<file path="src/design/jsu_pkg.sv">
// shared types and codes for the json string unescaper
`timescale 1ns / 1ps

package jsu_pkg;

   // result kinds
   localparam logic [1:0] KIND_BYTE = 2'd0;
   localparam logic [1:0] KIND_DONE = 2'd1;
   localparam logic [1:0] KIND_BAD  = 2'd2;

   localparam int unsigned QUEUE_DEPTH_DEFAULT = 4;
   localparam int unsigned JOB_MAX_BYTES = 4;

   // work for the back end caused by one input byte
   // mark is KIND_BYTE when no closing marker follows the bytes
   typedef struct packed {
      logic [2:0]                      nbytes;
      logic [JOB_MAX_BYTES-1:0][7:0]   bytes;
      logic [1:0]                      mark;
   } job_type;

   typedef struct packed {
      logic full;
      logic empty;
   } q_stat_type;

endpackage

</file>
<file path="src/design/jsu_front.sv">
// front end: escape and surrogate decoding of one byte per cycle, while accept is high, into jobs
`timescale 1ns / 1ps

module jsu_front (
   input  logic             clock,
   input  logic             reset,
   input  logic             accept,
   input  logic [7:0]       text_byte,
   input  logic             text_ends,
   output logic             job_valid,
   output jsu_pkg::job_type job
);
   import jsu_pkg::*;

   localparam logic [2:0] PH_IDLE     = 3'd0;
   localparam logic [2:0] PH_BODY     = 3'd1;
   localparam logic [2:0] PH_ESC      = 3'd2;
   localparam logic [2:0] PH_HEX_A    = 3'd3;
   localparam logic [2:0] PH_WANT_BSL = 3'd4;
   localparam logic [2:0] PH_WANT_U   = 3'd5;
   localparam logic [2:0] PH_HEX_B    = 3'd6;

   localparam logic [7:0] CH_QUOTE = 8'h22;
   localparam logic [7:0] CH_BSL   = 8'h5C;
   localparam logic [7:0] CH_B     = 8'h62;
   localparam logic [7:0] CH_F     = 8'h66;
   localparam logic [7:0] CH_N     = 8'h6E;
   localparam logic [7:0] CH_R     = 8'h72;
   localparam logic [7:0] CH_T     = 8'h74;
   localparam logic [7:0] CH_U     = 8'h75;

   localparam logic [5:0] HIGH_SURR_TOP = 6'b110110;
   localparam logic [5:0] LOW_SURR_TOP  = 6'b110111;

   function automatic job_type utf8_encode(input logic [20:0] cp);
      job_type r;
      r = '0;
      r.mark = KIND_BYTE;
      if (cp <= 21'h7F) begin
         r.nbytes = 3'd1;
         r.bytes[0] = cp[7:0];
      end else if (cp <= 21'h7FF) begin
         r.nbytes = 3'd2;
         r.bytes[0] = {3'b110, cp[10:6]};
         r.bytes[1] = {2'b10, cp[5:0]};
      end else if (cp <= 21'hFFFF) begin
         r.nbytes = 3'd3;
         r.bytes[0] = {4'b1110, cp[15:12]};
         r.bytes[1] = {2'b10, cp[11:6]};
         r.bytes[2] = {2'b10, cp[5:0]};
      end else begin
         r.nbytes = 3'd4;
         r.bytes[0] = {5'b11110, cp[20:18]};
         r.bytes[1] = {2'b10, cp[17:12]};
         r.bytes[2] = {2'b10, cp[11:6]};
         r.bytes[3] = {2'b10, cp[5:0]};
      end
      return r;
   endfunction

   logic [2:0]  phase_ff, phase_in;
   logic [1:0]  cnt_ff, cnt_in;
   logic [15:0] code_ff, code_in;
   logic [9:0]  high_ff, high_in;

   logic        hex_ok;
   logic [3:0]  hex_digit;
   logic [15:0] code_next;
   logic        bad, closed, enc_en;
   logic [20:0] cp;
   job_type     enc;
   job_type     plain;

   always_comb begin
      hex_ok = 1'b1;
      hex_digit = 4'd0;
      if (text_byte >= 8'h30 && text_byte <= 8'h39)
         hex_digit = text_byte[3:0];
      else if ((text_byte >= 8'h61 && text_byte <= 8'h66) ||
               (text_byte >= 8'h41 && text_byte <= 8'h46))
         hex_digit = 4'(text_byte[2:0] + 3'd1) + 4'd8;
      else
         hex_ok = 1'b0;
   end

   assign code_next = {code_ff[11:0], hex_digit};
   assign enc = utf8_encode(cp);

   always_comb begin
      phase_in = phase_ff;
      cnt_in = cnt_ff;
      code_in = code_ff;
      high_in = high_ff;
      plain = '0;
      plain.mark = KIND_BYTE;
      bad = 1'b0;
      closed = 1'b0;
      enc_en = 1'b0;
      cp = {5'd0, code_next};

      unique case (phase_ff)
         PH_BODY: begin
            if (text_byte == CH_BSL) begin
               phase_in = PH_ESC;
            end else if (text_byte == CH_QUOTE) begin
               closed = 1'b1;
            end else begin
               plain.nbytes = 3'd1;
               plain.bytes[0] = text_byte;
            end
         end
         PH_ESC: begin
            phase_in = PH_BODY;
            plain.nbytes = 3'd1;
            unique case (text_byte)
               CH_B: plain.bytes[0] = 8'h08;
               CH_F: plain.bytes[0] = 8'h0C;
               CH_N: plain.bytes[0] = 8'h0A;
               CH_R: plain.bytes[0] = 8'h0D;
               CH_T: plain.bytes[0] = 8'h09;
               CH_U: begin
                  plain.nbytes = 3'd0;
                  phase_in = PH_HEX_A;
                  cnt_in = 2'd0;
                  code_in = 16'd0;
               end
               default: plain.bytes[0] = text_byte;
            endcase
         end
         PH_HEX_A, PH_HEX_B: begin
            if (!hex_ok) begin
               bad = 1'b1;
            end else begin
               code_in = code_next;
               if (cnt_ff != 2'd3) begin
                  cnt_in = cnt_ff + 2'd1;
               end else begin
                  cnt_in = 2'd0;
                  if (phase_ff == PH_HEX_A) begin
                     if (code_next[15:10] == HIGH_SURR_TOP) begin
                        high_in = code_next[9:0];
                        phase_in = PH_WANT_BSL;
                     end else begin
                        enc_en = 1'b1;
                        phase_in = PH_BODY;
                     end
                  end else if (code_next[15:10] != LOW_SURR_TOP) begin
                     bad = 1'b1;
                  end else begin
                     enc_en = 1'b1;
                     cp = 21'h10000 + {1'b0, high_ff, code_next[9:0]};
                     phase_in = PH_BODY;
                  end
               end
            end
         end
         PH_WANT_BSL: begin
            if (text_byte == CH_BSL) phase_in = PH_WANT_U;
            else bad = 1'b1;
         end
         PH_WANT_U: begin
            if (text_byte == CH_U) begin
               phase_in = PH_HEX_B;
               cnt_in = 2'd0;
               code_in = 16'd0;
            end else begin
               bad = 1'b1;
            end
         end
         default: begin
            if (text_byte == CH_QUOTE) phase_in = PH_BODY;
            else bad = 1'b1;
         end
      endcase

      job = enc_en ? enc : plain;
      if (closed) begin
         job.mark = KIND_DONE;
         phase_in = PH_IDLE;
      end else if (bad || text_ends) begin
         job.mark = KIND_BAD;
         phase_in = PH_IDLE;
      end
      if (phase_in == PH_IDLE) cnt_in = 2'd0;
      job_valid = (job.nbytes != 3'd0) || (job.mark != KIND_BYTE);
   end

   always_ff @(posedge clock) begin
      if (reset) begin
         phase_ff <= PH_IDLE;
         cnt_ff <= 2'd0;
      end else if (accept) begin
         phase_ff <= phase_in;
         cnt_ff <= cnt_in;
      end
   end

   always_ff @(posedge clock) begin
      if (accept) begin
         code_ff <= code_in;
         high_ff <= high_in;
      end
   end

endmodule

</file>
<file path="src/design/jsu_queue.sv">
// job queue between the decoding front end and the output serializer
`timescale 1ns / 1ps

module jsu_queue #(
   parameter int unsigned DEPTH = jsu_pkg::QUEUE_DEPTH_DEFAULT
) (
   input  logic                clock,
   input  logic                reset,
   input  logic                push,
   input  jsu_pkg::job_type    push_job,
   input  logic                pop,
   output jsu_pkg::job_type    head_job,
   output jsu_pkg::q_stat_type stat
);
   import jsu_pkg::*;

   localparam int unsigned PW = (DEPTH > 1) ? $clog2(DEPTH) : 1;
   localparam int unsigned CW = $clog2(DEPTH + 1);
   localparam logic [PW-1:0] LAST_PTR = PW'(DEPTH - 1);
   localparam logic [CW-1:0] FULL_CNT = CW'(DEPTH);

   job_type       mem_ff [DEPTH];
   logic [PW-1:0] wr_ptr_ff, wr_ptr_in;
   logic [PW-1:0] rd_ptr_ff, rd_ptr_in;
   logic [CW-1:0] count_ff, count_in;
   logic          do_push, do_pop;

   assign stat.full  = (count_ff == FULL_CNT);
   assign stat.empty = (count_ff == '0);
   assign do_push = push && !stat.full;
   assign do_pop  = pop && !stat.empty;
   assign head_job = mem_ff[rd_ptr_ff];

   always_comb begin
      wr_ptr_in = wr_ptr_ff;
      rd_ptr_in = rd_ptr_ff;
      count_in = count_ff;
      if (do_push) wr_ptr_in = (wr_ptr_ff == LAST_PTR) ? '0 : wr_ptr_ff + PW'(1);
      if (do_pop)  rd_ptr_in = (rd_ptr_ff == LAST_PTR) ? '0 : rd_ptr_ff + PW'(1);
      if (do_push && !do_pop) count_in = count_ff + CW'(1);
      else if (do_pop && !do_push) count_in = count_ff - CW'(1);
   end

   always_ff @(posedge clock) begin
      if (reset) begin
         wr_ptr_ff <= '0;
         rd_ptr_ff <= '0;
         count_ff <= '0;
      end else begin
         wr_ptr_ff <= wr_ptr_in;
         rd_ptr_ff <= rd_ptr_in;
         count_ff <= count_in;
      end
   end

   always_ff @(posedge clock) begin
      if (do_push) mem_ff[wr_ptr_ff] <= push_job;
   end

endmodule

</file>
<file path="src/design/jsu_back.sv">
// back end: walks each job one result per cycle, while the output register is free or popped, into the output register
`timescale 1ns / 1ps

module jsu_back (
   input  logic             clock,
   input  logic             reset,
   input  jsu_pkg::job_type head_job,
   input  logic             q_empty,
   output logic             q_pop,
   input  logic             rsp_pop,
   output logic             rsp_empty,
   output logic [7:0]       rsp_out_byte,
   output logic [1:0]       rsp_kind,
   output logic             rsp_run_last
);
   import jsu_pkg::*;

   logic       rsp_valid_ff, rsp_valid_in;
   logic [7:0] byte_ff;
   logic [1:0] kind_ff;
   logic       last_ff;
   logic [2:0] idx_ff, idx_in;
   logic [2:0] total;
   logic       load, step, is_byte, is_last;

   assign load = !rsp_valid_ff || rsp_pop;
   assign step = load && !q_empty;
   assign total = head_job.nbytes + ((head_job.mark != KIND_BYTE) ? 3'd1 : 3'd0);
   assign is_byte = (idx_ff < head_job.nbytes);
   assign is_last = (idx_ff == total - 3'd1);
   assign q_pop = step && is_last;

   always_comb begin
      idx_in = idx_ff;
      rsp_valid_in = rsp_valid_ff;
      if (step) begin
         idx_in = is_last ? 3'd0 : idx_ff + 3'd1;
         rsp_valid_in = 1'b1;
      end else if (rsp_pop) begin
         rsp_valid_in = 1'b0;
      end
   end

   always_ff @(posedge clock) begin
      if (reset) begin
         rsp_valid_ff <= 1'b0;
         idx_ff <= 3'd0;
      end else begin
         rsp_valid_ff <= rsp_valid_in;
         idx_ff <= idx_in;
      end
   end

   always_ff @(posedge clock) begin
      if (step) begin
         byte_ff <= is_byte ? head_job.bytes[idx_ff[1:0]] : 8'd0;
         kind_ff <= is_byte ? KIND_BYTE : head_job.mark;
         last_ff <= is_last;
      end
   end

   assign rsp_empty = !rsp_valid_ff;
   assign rsp_out_byte = byte_ff;
   assign rsp_kind = kind_ff;
   assign rsp_run_last = last_ff;

endmodule

</file>
<file path="src/design/json_string_unescape_utf8_core.sv">
// top level of the json string unescaper with utf-8 output
`timescale 1ns / 1ps

// Takes the raw bytes of a quoted JSON string, one byte per transfer on the
// req_ side, and gives the decoded text as UTF-8 bytes on the rsp_ side,
// followed by one marker: kind 1 when the closing quote arrives, kind 2 when
// the string is malformed (missing opening quote, bad hex digit, broken
// surrogate pair, or text that ends before the closing quote). On a kind 2
// marker the consumer drops every byte it got for that string. Each input
// byte causes zero to five results; run_last flags the last one of them.
// The front end decodes one byte per cycle while the queue has room and
// turns it into a job; a job queue (QUEUE_DEPTH entries) sits between it and
// the serializer, which delivers one result per cycle through an output
// register while the consumer pops. An input byte is accepted every cycle as
// long as the queue has room, so the sustained input rate is one byte per
// cycle when each byte gives at most one result, and slower, at the
// serializer's pace of one result per cycle, when bytes give more. A result
// passes through the job queue and then the output register to the rsp_ ports.
module json_string_unescape_utf8_core #(
   parameter int unsigned QUEUE_DEPTH = jsu_pkg::QUEUE_DEPTH_DEFAULT
) (
   input  logic       clock,
   input  logic       reset,
   // input channel
   input  logic       req_push,
   output logic       req_full,
   input  logic [7:0] req_text_byte,
   input  logic       req_text_ends,
   // result channel
   output logic       rsp_empty,
   input  logic       rsp_pop,
   output logic [7:0] rsp_out_byte,
   output logic [1:0] rsp_kind,
   output logic       rsp_run_last
);
   import jsu_pkg::*;

   logic       in_xfer;     // input transfer this cycle
   logic       job_valid;   // this byte causes at least one result
   job_type    front_job;
   job_type    head_job;
   q_stat_type q_stat;
   logic       q_pop;

   // the queue's full flag is the only back-pressure on the input side
   assign req_full = q_stat.full;
   assign in_xfer = req_push && !q_stat.full;

   jsu_front u_front (
      .clock     (clock),
      .reset     (reset),
      .accept    (in_xfer),
      .text_byte (req_text_byte),
      .text_ends (req_text_ends),
      .job_valid (job_valid),
      .job       (front_job)
   );

   // bytes that cause nothing (opening quote, escape backslash, a hex digit that completes no code point) leave no job
   jsu_queue #(
      .DEPTH (QUEUE_DEPTH)
   ) u_queue (
      .clock    (clock),
      .reset    (reset),
      .push     (in_xfer && job_valid),
      .push_job (front_job),
      .pop      (q_pop),
      .head_job (head_job),
      .stat     (q_stat)
   );

   jsu_back u_back (
      .clock        (clock),
      .reset        (reset),
      .head_job     (head_job),
      .q_empty      (q_stat.empty),
      .q_pop        (q_pop),
      .rsp_pop      (rsp_pop),
      .rsp_empty    (rsp_empty),
      .rsp_out_byte (rsp_out_byte),
      .rsp_kind     (rsp_kind),
      .rsp_run_last (rsp_run_last)
   );

   // a marker always closes the run of results of its input byte
   a_marker_last: assert property (@(posedge clock) disable iff (reset)
      (!rsp_empty && rsp_kind != KIND_BYTE) |-> rsp_run_last)
      else $error("marker result without run_last");

   // markers carry a zero byte
   a_marker_zero: assert property (@(posedge clock) disable iff (reset)
      (!rsp_empty && rsp_kind != KIND_BYTE) |-> (rsp_out_byte == 8'd0))
      else $error("marker result with nonzero byte");

   // the result kind is never the unused code
   a_kind_code: assert property (@(posedge clock) disable iff (reset)
      !rsp_empty |-> (rsp_kind == KIND_BYTE || rsp_kind == KIND_DONE ||
                      rsp_kind == KIND_BAD))
      else $error("result with unused kind code");

   // queue flags are consistent
   a_queue_flags: assert property (@(posedge clock) disable iff (reset)
      !(q_stat.full && q_stat.empty))
      else $error("job queue both full and empty");

endmodule

</file>
<file path="config.mk">
export PLATFORM = sky130hd
export DESIGN_NAME = json_string_unescape_utf8_core
export DESIGN_NICKNAME = d
export VERILOG_FILES = /design/src/design/jsu_pkg.sv /design/src/design/jsu_front.sv /design/src/design/jsu_queue.sv /design/src/design/jsu_back.sv /design/src/design/json_string_unescape_utf8_core.sv
export SDC_FILE = /design/constraint.sdc
export NUM_CORES = 1
export LEC_CHECK = 0
export BUFFER_PORTS_ARGS = -buffer_cell sky130_fd_sc_hd__buf_2
export CORE_MARGIN = 4
export CORE_UTILIZATION = 56
export CTS_BUF_LIST = sky130_fd_sc_hd__clkbuf_4 sky130_fd_sc_hd__clkbuf_8 sky130_fd_sc_hd__clkbuf_16
export DETAILED_ROUTE_END_ITERATION = 8
export GPL_TIMING_DRIVEN = 0
export PLACE_DENSITY = 0.76
export SLEW_MARGIN = 30
export SYNTH_ARGS = -nofsm -noshare
export SYNTH_HDL_FRONTEND = slang
export SYNTH_SLANG_ARGS = --single-unit
</file>
<file path="constraint.sdc">
create_clock -name clock -period 4 [get_ports clock]
set_input_delay 0.2 -clock clock [delete_from_list [all_inputs] [get_ports clock]]
set_output_delay 0.2 -clock clock [all_outputs]
set_load 0.005 [all_outputs]
</file>
# Word level (Yosys, flattened, before mapping)
# Memories as Yosys holds them, arrays and structs flattened. A register that Yosys moved wholly into a read port is not among the register bits.
# Cells that the tools add are included.
# op_classes
muxes	81
magnitude_cmp	11
addsub	11
n_reduce_logical	35
n_eq_ne	25
n_bitwise	1
# ops
cell	n
two-way mux 21 bit	5
== test 8 x 7 -> 1 bit (second input constant)	7
two-way mux 3 bit	18
case mux 8 bit (6 select lines)	1
two-way mux 8 bit	5
two-way mux 37 bit	1
two-way mux 16 bit	2
two-way mux 1 bit	25
two-way mux 12 bit	2
two-way mux 24 bit	1
case mux 12 bit (2 select lines)	1
two-way mux 2 bit	11
two-way mux 22 bit	1
adder 17 x 20 -> 21 bit (first input constant)	1
<= comparator 21 x 11 -> 1 bit (second input constant)	1
<= comparator 21 x 16 -> 1 bit (second input constant)	1
<= comparator 21 x 7 -> 1 bit (second input constant)	1
binary-select mux 8 bit (select 2 bit)	1
>= comparator 8 x 7 -> 1 bit (second input constant)	2
<= comparator 8 x 7 -> 1 bit (second input constant)	2
case mux 8 bit (2 select lines)	1
case mux 3 bit (5 select lines)	1
== test 3 bit (second input constant)	4
logical AND 1 bit	11
33 further kinds	58
# word_totals
reg_bits	49
mem_bits_rw	148
input_bits	13
wordCells	177
mem_count	1
# memory_table
name	words	word_bits	read_ports	rd_ports_with_merged_regs	write_ports	line_no	rtl
u_queue.mem_ff	4	37	1	1	1	jsu_queue.sv:22	job_type mem_ff [DEPTH];

# Depth between registers and ports, before layout
# logic_depth
word_depth	26
ltp_mapped	16
ltp_nobuf	14

# Hierarchy
# A second synthesis with hierarchy kept.
# hier_totals
hier_cells	653
area_unflattened_um2	9462.8
# by_module_without_submodules
module	cells_each	n_inst	seq_area_each_um2	area_each_um2
jsu_queue	243	1	4624.4	5841.9
jsu_front	341	1	760.7	2686.3
jsu_back	67	1	410.4	919.6
json_string_unescape_utf8_core	2	1	0.0	15.0

# Worst setup path after synthesis
# OpenSTA, ideal clock, no wires.
# synth_timing
kind	register -> register
start	register (tool-made name)
end	register u_queue.count_ff[2]
path_slack_ns	0.105
setup_ns	0.070
path_buffers	2
t_required_ns	3.930
arrival_ns	3.826
path_stages_with_launch	16
path_cell_list	dfxtp_1 clkbuf_1 buf_1 mux4_2 nor2_1 ha_1 ha_1 xnor2_1 nor3_1 nand2_1 ha_1 inv_1 fa_1 xor2_1 or3_1 a21oi_1
# synth_lines
item	line_no	rtl
end signal: assignment	jsu_queue.sv:52	count_ff <= count_in;
end: declaration	jsu_queue.sv:25	logic [CW-1:0] count_ff, count_in;

==> key figures <==
STA
  – RSZ-0062 raised after global routing: no
  – Clock period minus final worst setup slack: 3.764 ns
  – Setup Skew: 0.01059 ns
  – Worst hold slack: 0.04240 ns
  – Fmax: 265.7 MHz
  – Final hold vios: 0
  – Final worst-path cycle share: 94.10%
  – Final setup margin: 0.2360 ns
  – Slew Viols, Final: 0
  – Worst-Margin Slew: 0.8401 ns
  – Max-slew headroom: 43.99%
  – Setup Viol. Count Final: 0

Clocking
  – CTS clk-pin slew, worst paths: 0.07 ns
  – CTS buffer count: 17
  – Clock sink total: 183
  – Worst-skew pair later-pin latency: 0.43 ns
  – CTS tree: done
  – Deepest clock path buffer count: 2
  – Root Buffer: clkbuf_16
  – CTS H-tree depth: 4

Detailed routing
  – Vias per std cell: 6.474
  – Final ANT Viol Nets: 0
  – DRC Markers: 0
  – First-pass iteration count of the detailed router: 5
  – Via count: 5665
  – Wire per inst: 22.85 um
  – Detailed Route WL: 20000 um
  – DR iter-0 viols: 617

Floorplanning
  – FP Rows: 45
  – Die footprint: 0.01745 sq mm
  – Die X: 132.1 um
  – I/O pins: 26
  – Die height: 132.1 um
  – Initial Utilization: 56.95%
  – Core area: 0.01515 sq mm

Min path
  – Worst hold-check path type: in -> reg

Placed design
  – Setup slack at placement: -0.7761 ns
  – Placed instance area: 0.009114 sq mm
  – Post-Place Cells: 844
  – Routability congestion estimate from global placement: 0.9015
  – Buffers on Ports: 24
  – HPWL Detailed: 14100 um

Synth
  – Synthesized area per cell: 13.76 sq um
  – Netlist cell types: 67
  – Cell count after synthesis: 627
  – Post-Synth XOR/XNOR Area: 0.8123%
  – Mapped Nets: 658
  – Synth Flop Type: edfxtp_1
  – Synth Area in Simple Gates: 11.73%
  – Synth warnings: 0
  – Largest cells by area after synthesis: edfxtp_1, mux4_2, dfxtp_1, nor2_1, ha_1
  – Adder-Cell Fraction of Synth Area: 2.698%
  – EDFF count, synth: 165
  – Synth area leader: edfxtp_1
  – Post-synth ARST share: 0%
  – Mux cell area share after synthesis: 10.91%
  – Seq/Total Area, Yosys: 61.62%
  – Share of the synthesized area in the top cell type: 57.44%
  – Main combinational cell family by area after synthesis: simple AND/OR/NAND/NOR gates
  – Post-Synthesis Cell Area: 0.008626 sq mm
  – Compound-gate portion of the synthesized area: 9.457%
  – Post-synthesis register bit count: 183

Layout
  – Final cell count without fillers: 875
  – Register Area: 0.005316 sq mm
  – Layout cell share with drive strength beyond 1: 19.51%
  – Commonest non-fill, non-tap cell in the layout: edfxtp_1
  – FILL cells: 1068
  – Commonest non-fill, non-tap cells in the layout: edfxtp_1, nor2_1, mux4_2
  – Multi-input logic area: 0.003113 sq mm
  – Antenna diodes: 0
  – Final Cell Area: 0.009758 sq mm
  – Layout net count: 705
  – P&R area growth vs syn: 13.13%

Critical path
  – CP cell instances: buf_6 > mux4_2 > nor2_1 > ha_1 > ha_1 > xnor2_1 > xnor2_1 > nor3_2 > nand2_1 > ha_1 > inv_1 > fa_1 > xor2_1 > or3_1 > a21oi_1
  – Crit path max-delay family: adder cells
  – CP Capture Type: flip-flop
  – Critical path fanouts, max: 10
  – Buf+Inv Stages, Crit Path: 2
  – Critical path launch point type: flip-flop
  – Crit path DAT: 4.13 ns
  – FF-to-FF setup slack: 0.24 ns
  – Critical path's largest stage delay: 0.53 ns
  – Critical path class: reg -> reg
  – Most frequent CP cell: ha_1
  – Required time worst endpoint: 4.36 ns
  – Worst path slowest cell: mux4_2

Pwr
  – Power density over the cells: 532.8 mW/mm^2
  – Pwr Total: 5.200 mW
  – Worst vdd ir: 0.0003904 V
  – P_leak: 3.343 nW

GRT
  – Total gr overflow: 0
  – First-pass GRT wire length: 32010 um
  – Gr usage total: 24.00%
  – Vias in the first global route: 5700
  – Initial antenna violation count: 0
  – Largest net degree at the start of global routing: 21

Run status
  – Status: finished, final reports clean

Flow run
  – Maxcap violations: 0
[registers in the layout, indices dropped and copies added (netlist names), named ones only]
| register | flops |
|---|---|
| u_back.rsp_valid_ff | 1 |
| u_queue.wr_ptr_ff | 2 |
| u_front.cnt_ff | 2 |
| u_queue.mem_ff | 132 |
| u_queue.count_ff | 3 |
| u_front.high_ff | 10 |
| u_back.idx_ff | 3 |
| u_back.rsp_out_byte | 8 |
| u_front.phase_ff | 3 |
| u_front.code_ff | 12 |
| u_back.rsp_run_last | 1 |
| u_back.rsp_kind | 2 |
| u_queue.rd_ptr_ff | 2 |
[cell usage after synthesis, types with 6 or more instances]
cell type,number
nand2b_1,6
clkbuf_1,20
ha_1,17
dfxtp_1,18
a21oi_1,27
a31oi_1,10
or2_2,7
nor3_1,16
inv_1,28
a21o_1,8
xnor2_1,6
buf_1,6
or3_1,10
nor2b_1,11
edfxtp_1,165
o21ai_0,22
nand2_1,35
and2_1,13
nor2_1,57
mux4_2,40
nand3_1,7
[layout make-up]
cell class | instances | area share [%]
flip-flops and latches | 183 | 54.48
multi-input cells | 384 | 31.90
clock buffers | 18 | 4.436
repair buffers | 29 | 2.411
well taps | 188 | 2.411
clock inverters | 14 | 1.782
plain buffers | 31 | 1.500
inverters | 28 | 1.077
[cells by family (layout without fill, tap and decap cells)]
kind of cell | Yosys count | in the layout
flip-flops | 183 | 183
adder cells (fa/ha/maj) | 18 | 18
XOR/XNOR | 8 | 8
buffers and inverters | 60 | 120
AO/OA/AOI/OAI | 120 | 120
AND/OR/NAND/NOR | 194 | 194
multiplexers | 44 | 44
[stage by stage]
step | util [%] | TNS (ns)
after floorplan | - | 0
after global placement | 59.30 | -79.98
final | 64.43 | 0
after detailed placement | 60.17 | -2.088
after global routing | 64.43 | 0
after CTS | 64.25 | 0
[layer usage]
metal | vias to the layer above | global-route usage [%] | wire [um]
li1 | 2538 | - | -
met1 | 2843 | 32.22 | 8157
met2 | 240 | 40.17 | 10180
met3 | 44 | 4.656 | 1259
met4 | 0 | 7.235 | 404
met5 | - | 0 | 0
[what timing repair did]
item	CTS	global route
gates resized for setup	8	10
hold endpoints to repair	0	0
setup buffers	0	0
pin swaps	0	1
hold buffers	0	0
setup endpoints to repair	7	22
cloned	0	0
[power breakdown]
group,leakage (nW),switching [mW],internal [mW]
logic,1.40,0.551,0.508
registers,1.66,0.0831,2.35
clock network,0.284,0.716,0.996
total,3.34,1.35,3.85
[path summary, 6_finish.rpt]
path                                                        from                                to  depth (start not counted)
worst max-delay path                                   flip-flop  u_queue.count_ff[2]$_SDFFE_PP0P_                         15
worst min-delay path                                       reset  u_queue.count_ff[2]$_SDFFE_PP0P_                          2
worst max register to register                         flip-flop  u_queue.count_ff[2]$_SDFFE_PP0P_                         15
worst min register to register  u_back.rsp_valid_ff$_SDFFE_PP0P_  u_back.rsp_valid_ff$_SDFFE_PP0P_                          2
No activity file was read; power rests on OpenSTA's default activity.
